`src/hw/rtl/pilot_tone_pll_nco_assert.svh`:
```
// ----------------------------------------------------------------------------
// Assertion macros for the pilot tone PLL oscillator
// Short forms of the concurrent assertions used in the RTL.
// ----------------------------------------------------------------------------
`ifndef PILOT_TONE_PLL_NCO_ASSERT_SVH
`define PILOT_TONE_PLL_NCO_ASSERT_SVH

// Implication checked on every clock edge outside reset.
`define PTP_ASSERT_IMPL(label, clk, rstn, ante, cons, msg) \
    label: assert property (@(posedge clk) disable iff (!rstn) (ante) |-> (cons)) \
        else $error(msg);

// Next-cycle implication checked outside reset.
`define PTP_ASSERT_NEXT(label, clk, rstn, ante, cons, msg) \
    label: assert property (@(posedge clk) disable iff (!rstn) (ante) |=> (cons)) \
        else $error(msg);

`endif

```
`src/hw/rtl/ptpll_pkg.sv`:
```
// ----------------------------------------------------------------------------
// ptpll_pkg
// Shared types, constants and the arctangent table of the pilot tone PLL.
// ----------------------------------------------------------------------------
package ptpll_pkg;

    localparam int SAMPLE_BITS_DEF    = 16;
    localparam int PHASE_BITS_DEF     = 32;
    localparam int CORDIC_STEPS_DEF   = 16;
    localparam int GAIN_FRAC_BITS_DEF = 24;

    localparam int STEP_W   = 31;
    localparam int GAIN_W   = 24;
    localparam int MULT_W   = 4;
    localparam int OFFSET_W = 32;
    localparam int CFG_IDX_W = 3;
    localparam int CFG_DATA_W = 32;

    localparam logic [CFG_IDX_W-1:0] REG_PHASE_STEP  = 3'd0;
    localparam logic [CFG_IDX_W-1:0] REG_PROP_GAIN   = 3'd1;
    localparam logic [CFG_IDX_W-1:0] REG_INTEG_GAIN  = 3'd2;
    localparam logic [CFG_IDX_W-1:0] REG_NCO_MULT    = 3'd3;
    localparam logic [CFG_IDX_W-1:0] REG_OUT_OFFSET  = 3'd4;

    localparam logic [STEP_W-1:0] PHASE_STEP_RST = 31'd340018245;
    localparam logic [GAIN_W-1:0] PROP_GAIN_RST  = 24'd447281;
    localparam logic [GAIN_W-1:0] INTEG_GAIN_RST = 24'd5964;
    localparam logic [MULT_W-1:0] NCO_MULT_RST   = 4'd2;

    localparam logic [31:0] GAIN_KQ32 = 32'd2608131496;

    typedef enum logic [3:0] {
        ST_IDLE,
        ST_MIX,
        ST_VEC_INIT,
        ST_VEC_RUN,
        ST_FILT_MUL,
        ST_FILT_ADD,
        ST_ROT1_INIT,
        ST_ROT1_RUN,
        ST_ROT2_INIT,
        ST_ROT2_RUN,
        ST_OUT
    } ptpll_state_t;

    typedef struct packed {
        logic load;
        logic mix;
        logic vec_init;
        logic rot_init_fb;
        logic rot_init_out;
        logic step;
        logic filt_mul;
        logic filt_add;
        logic store_fb;
        logic emit;
    } ptpll_cmd_t;

    typedef struct packed {
        logic last_step;
    } ptpll_status_t;

    function automatic logic [31:0] atan_turns32(input logic [4:0] i);
        logic [31:0] v;
        begin
            unique case (i)
                5'd0:  v = 32'h20000000;
                5'd1:  v = 32'h12E4051E;
                5'd2:  v = 32'h09FB385B;
                5'd3:  v = 32'h051111D4;
                5'd4:  v = 32'h028B0D43;
                5'd5:  v = 32'h0145D7E1;
                5'd6:  v = 32'h00A2F61E;
                5'd7:  v = 32'h00517C55;
                5'd8:  v = 32'h0028BE53;
                5'd9:  v = 32'h00145F2F;
                5'd10: v = 32'h000A2F98;
                5'd11: v = 32'h000517CC;
                5'd12: v = 32'h00028BE6;
                5'd13: v = 32'h000145F3;
                5'd14: v = 32'h0000A2FA;
                5'd15: v = 32'h0000517D;
                5'd16: v = 32'h000028BE;
                5'd17: v = 32'h0000145F;
                5'd18: v = 32'h00000A30;
                5'd19: v = 32'h00000518;
                5'd20: v = 32'h0000028C;
                5'd21: v = 32'h00000146;
                5'd22: v = 32'h000000A3;
                5'd23: v = 32'h00000051;
                5'd24: v = 32'h00000029;
                5'd25: v = 32'h00000014;
                5'd26: v = 32'h0000000A;
                5'd27: v = 32'h00000005;
                5'd28: v = 32'h00000003;
                5'd29: v = 32'h00000001;
                5'd30: v = 32'h00000001;
                default: v = 32'h00000000;
            endcase
            return v;
        end
    endfunction

endpackage

```
`src/hw/rtl/ptpll_ctrl.sv`:
```
// ----------------------------------------------------------------------------
// ptpll_ctrl
// Sequencer of the pilot tone PLL: steps the shared CORDIC through vectoring,
// the loop filter and two rotations for every request.
// ----------------------------------------------------------------------------
module ptpll_ctrl
    import ptpll_pkg::*;
(
    input  logic          aclk,
    input  logic          aresetn,
    input  logic          s_valid,
    output logic          s_ready,
    output logic          m_valid,
    input  logic          m_ready,
    input  ptpll_status_t status,
    output ptpll_cmd_t    cmd
);

    ptpll_state_t state_reg, state_next;
    logic         out_valid_reg, out_valid_next;

    always_comb begin
        state_next = state_reg;
        unique case (state_reg)
            ST_IDLE:      if (s_valid) state_next = ST_MIX;
            ST_MIX:       state_next = ST_VEC_INIT;
            ST_VEC_INIT:  state_next = ST_VEC_RUN;
            ST_VEC_RUN:   if (status.last_step) state_next = ST_FILT_MUL;
            ST_FILT_MUL:  state_next = ST_FILT_ADD;
            ST_FILT_ADD:  state_next = ST_ROT1_INIT;
            ST_ROT1_INIT: state_next = ST_ROT1_RUN;
            ST_ROT1_RUN:  if (status.last_step) state_next = ST_ROT2_INIT;
            ST_ROT2_INIT: state_next = ST_ROT2_RUN;
            ST_ROT2_RUN:  if (status.last_step) state_next = ST_OUT;
            ST_OUT:       if (!out_valid_reg || m_ready) state_next = ST_IDLE;
            default:      state_next = ST_IDLE;
        endcase
    end

    always_comb begin
        cmd = '0;
        s_ready = (state_reg == ST_IDLE);
        unique case (state_reg)
            ST_IDLE:      cmd.load = s_valid;
            ST_MIX:       cmd.mix = 1'b1;
            ST_VEC_INIT:  cmd.vec_init = 1'b1;
            ST_VEC_RUN:   cmd.step = 1'b1;
            ST_FILT_MUL:  cmd.filt_mul = 1'b1;
            ST_FILT_ADD:  cmd.filt_add = 1'b1;
            ST_ROT1_INIT: cmd.rot_init_fb = 1'b1;
            ST_ROT1_RUN:  cmd.step = 1'b1;
            ST_ROT2_INIT: begin
                cmd.store_fb = 1'b1;
                cmd.rot_init_out = 1'b1;
            end
            ST_ROT2_RUN:  cmd.step = 1'b1;
            ST_OUT:       cmd.emit = !out_valid_reg || m_ready;
            default:      cmd = '0;
        endcase
    end

    always_comb begin
        out_valid_next = out_valid_reg;
        if (m_ready) out_valid_next = 1'b0;
        if (cmd.emit) out_valid_next = 1'b1;
    end

    always_ff @(posedge aclk) begin
        if (!aresetn) begin
            state_reg     <= ST_IDLE;
            out_valid_reg <= 1'b0;
        end else begin
            state_reg     <= state_next;
            out_valid_reg <= out_valid_next;
        end
    end

    assign m_valid = out_valid_reg;

`include "pilot_tone_pll_nco_assert.svh"
    `PTP_ASSERT_IMPL(a_accept_idle, aclk, aresetn, s_valid && s_ready, state_reg == ST_IDLE, "request accepted outside idle")
    `PTP_ASSERT_NEXT(a_emit_valid, aclk, aresetn, cmd.emit, m_valid, "emitted result not shown")
    `PTP_ASSERT_NEXT(a_hold_out, aclk, aresetn, m_valid && !m_ready && state_reg != ST_OUT, m_valid, "result dropped")

endmodule

```
`config.mk`:
```
export PLATFORM = sky130hd
export DESIGN_NAME = ptpll_ctrl
export DESIGN_NICKNAME = d
export VERILOG_FILES = /design/src/hw/rtl/ptpll_pkg.sv /design/src/hw/rtl/ptpll_ctrl.sv
export VERILOG_INCLUDE_DIRS = /design/src /design/src/hw/rtl
export SDC_FILE = /design/constraint.sdc
export NUM_CORES = 1
export LEC_CHECK = 0
export BUFFER_PORTS_ARGS = -buffer_cell sky130_fd_sc_hd__clkbuf_2
export CAP_MARGIN = 25
export CELL_PAD_IN_SITES_DETAIL_PLACEMENT = 1
export CELL_PAD_IN_SITES_GLOBAL_PLACEMENT = 1
export CORE_UTILIZATION = 31
export DETAILED_ROUTE_END_ITERATION = 10
export PLACE_DENSITY_LB_ADDON = 0.1
export SKIP_CTS_REPAIR_TIMING = 1
export SYNTH_ARGS = -nofsm -noshare
export SYNTH_HDL_FRONTEND = slang
export SYNTH_SLANG_ARGS = --single-unit
```
`constraint.sdc`:
```
create_clock -name aclk -period 1.4 [get_ports aclk]
set_input_delay 0.35 -clock aclk [delete_from_list [all_inputs] [get_ports aclk]]
set_output_delay 0.35 -clock aclk [all_outputs]
set_load 0.02 [all_outputs]
```
==> results.yml <==
run_status:
  run_status: "finished with violations"
  violations: "negative setup slack"
grt:
  grt_remaining_overflow: 0
  pin_count_of_the_biggest_net_entering_global_routing: 11
  via_count_of_the_first_global_routing_pass: 360
  gr-usage-all-layers: 0.171
  wire_length_of_the_first_global_routing_pass_um: 1640
  antenna_found_initial: 0
logic_synthesis:
  count_of_distinct_cell_types_in_the_synthesized_netlist: 26
  postSynthAreaPerCell_um2: 8.25
  synth_net_count: 54
  ys.warnings.count: 0
  syn_inst: 49
  yosys_register_bits: 5
  synthesis.area_um2: 404
  synth.yosys.seq_area_share: 0.248
finish:
  mostFrequentLayoutCells: "buf_4, buf_6, clkbuf_2, nand2b_1, dfxtp_4"
  layout-drive-gt1-share: 0.579
  num-nets-final: 82
  antenna_cells_inserted: 0
  design_area_um2: 701
  mostFrequentLayoutCell: "buf_4"
  area_growth_syn_to_layout_pct: 73.4
  largest_register_ff_count: 4
die:
  placeableCoreArea_um2: 1160
  fp.dieH_um: 38.1
  fp-row-count: 12
  io-pin-count: 17
  die-width_um: 38.1
  fp.dieArea_um2: 1450
  initial_core_util: 0.350
drt:
  vias_per_cell: 4.91
  initialDrtViolationCount: 1
  drc: 0
  wl_per_cell_um: 14.7
  totalWireLength_um: 1320
  first_pass_iters: 3
  detailroute.via_count: 442
  antenna_left: 0
critical_path:
  rr_endpoint: "state_reg[3]$_SDFFE_PN0P_"
  cp.arrival_ns: 1.21
  timing.critical_path.slowest_cell_delay_ns: 0.36
  timing.critical_path.mode_cell: "buf_4"
  regToRegSetupSlack_ns: 0.12
  worst_setup_path_end_kind: "output pin"
  cp_num_buf_inv: 2
  worst_r2r_startpoint: "state_reg[0]$_SDFFE_PN0P_"
  crit_chain: "buf_4 > nor4b_4 > buf_4"
  worstPathMaxFanout: 5
  worstPathRequired_ns: 1.05
  setup.worst_path.class: "flop to output pin"
  worst_path_max_delay_cell: "dfxtp_4"
  cpLargestDelayFamily: "flip-flops"
  worstSetupStartpointType: "flop"
  ff2ff_path_depth: 4
power:
  power-per-cell-area_nw_per_um2: 806
  p_leak_nw: 0.302
  power.total_mw: 0.565
  ir_drop_uv: 708
hold_path:
  hold_crit_depth: 3
  min_from: "aresetn"
  hold_path.class: "primary input to flop"
  timing.hold.worst_endpoint: "state_reg[0]$_SDFFE_PN0P_"
cts:
  insertion_delay_ns: 0.25
  cts-root-buf: "clkbuf_4"
  clock_tree.buffer_depth: 2
  cts_htree_levels: 1
  cts_made_buffers: 3
  tritoncts_num_sinks: 5
  cts_tree: "built"
  cts.clk_slew.worst_paths_ns: 0.04
sta:
  postLayoutSetupSlackWorst_ns: -0.163
  fmaxAchievable_ghz: 0.640
  worst_skew_ns: 0.00572
  min_period_over_period: 1.12
  final-hold-violation-count: 0
  worstMarginPinSlew_ns: 0.235
  grt_setup_unrepaired: "yes"
  fin_crit_ns: 1.56
  final_max_slew_viol_count: 0
  setup_viol: 11
  slew-limit-headroom: 0.842
placed_design:
  dp_slack_ns: -0.000443
  gpl.final_weighted_congestion: 0.701
  io_buffer_count: 16
  detailed_place_hpwl_um: 802
  detailed_place.area_um2: 556
job:
  maxCapViolations: 0
==> through the flow <==
stage / util / TNS, ns / hold slack, ns / std cells
floorplan: - / -0.273 / 0.467 / 49
global placement: 0.481 / 0 / 0.563 / 83
detailed placement: 0.481 / -0.000443 / 0.567 / 83
CTS: 0.503 / -2.61 / 0.392 / 87
global route: 0.606 / -1.79 / 0.390 / 90
finish: 0.606 / -1.22 / 0.382 / 90
==> Yosys cell counts <==
master | n | area share
nor2b_1 | 1 | 0.015
or3b_1 | 1 | 0.022
nand2b_1 | 5 | 0.077
o2bb2ai_2 | 1 | 0.037
o21a_1 | 2 | 0.037
o21ai_0 | 2 | 0.025
dfxtp_1 | 5 | 0.25
and3_1 | 1 | 0.015
nand4bb_1 | 1 | 0.028
nor4_4 | 1 | 0.053
nor3_1 | 3 | 0.037
nand3b_1 | 1 | 0.019
buf_4 | 3 | 0.056
nand2_1 | 2 | 0.019
xor2_1 | 1 | 0.022
buf_6 | 1 | 0.028
and2_1 | 2 | 0.031
nor2_1 | 4 | 0.037
nand3_1 | 2 | 0.025
inv_1 | 1 | 0.0093
buf_2 | 2 | 0.025
nor3b_1 | 1 | 0.019
o221a_1 | 1 | 0.028
a21boi_0 | 3 | 0.056
nor4b_1 | 1 | 0.022
a21oi_1 | 1 | 0.012
==> layer usage <==
layer  vias to the layer above  GRT usage  part of all wire  wire, µm
met5                         -          0                 0         0
met4                         0     0.0268                 0         0
met3                         0     0.0872             0.030        40
met2                         8      0.258              0.52       688
met1                       210      0.217              0.45       592
li1                        224          -                 -         -
==> kinds of logic (layout without fill, tap and decap cells) <==
kind of cell	count (synthesis)	count (layout)	share of synthesized area
XOR/XNOR	1	1	0.0217
AO/OA/AOI/OAI	10	10	0.195
buffers and inverters	7	34	0.118
flip-flops	5	5	0.248
AND/OR/NAND/NOR	26	26	0.418
==> final cells by class <==
class	instances	area, µm²
Inverter	1	3.75
Sequential cell	5	115
Clock buffer	4	26.3
Timing Repair Buffer	29	230
Multi-Input combinational cell	37	308
Fill cell	149	455
Tap cell	14	17.5
==> tightest hold or removal path: stages <==
cell      delay (ns)
clkbuf_2        0.12
nand2_1         0.07
nor3_1          0.04
==> where the power goes <==
part	leakage (nW)	internal, mW	switching, mW
combinational	0.243	0.121	0.102
clock	0.0150	0.108	0.0608
sequential	0.0436	0.150	0.0230
total	0.302	0.379	0.186
==> worst max-delay path by stage <==
stage | start | end | slack, ns | cells past startpoint
2_1_floorplan | state_reg[3]$_SDFFE_PN0P_ | cmd[9] | -0.10 | 3
3_3_place_gp | state_reg[3]$_SDFFE_PN0P_ | cmd[8] | 0.01 | 5
3_5_place_dp | state_reg[1]$_SDFFE_PN0P_ | cmd[5] | -0.0004 | 3
4_1_cts | state_reg[1]$_SDFFE_PN0P_ | cmd[7] | -0.27 | 4
5_1_grt | state_reg[1]$_SDFFE_PN0P_ | cmd[5] | -0.23 | 3
6_report | state_reg[2]$_SDFFE_PN0P_ | cmd[5] | -0.16 | 3
Power figures use the tool's default switching activity.
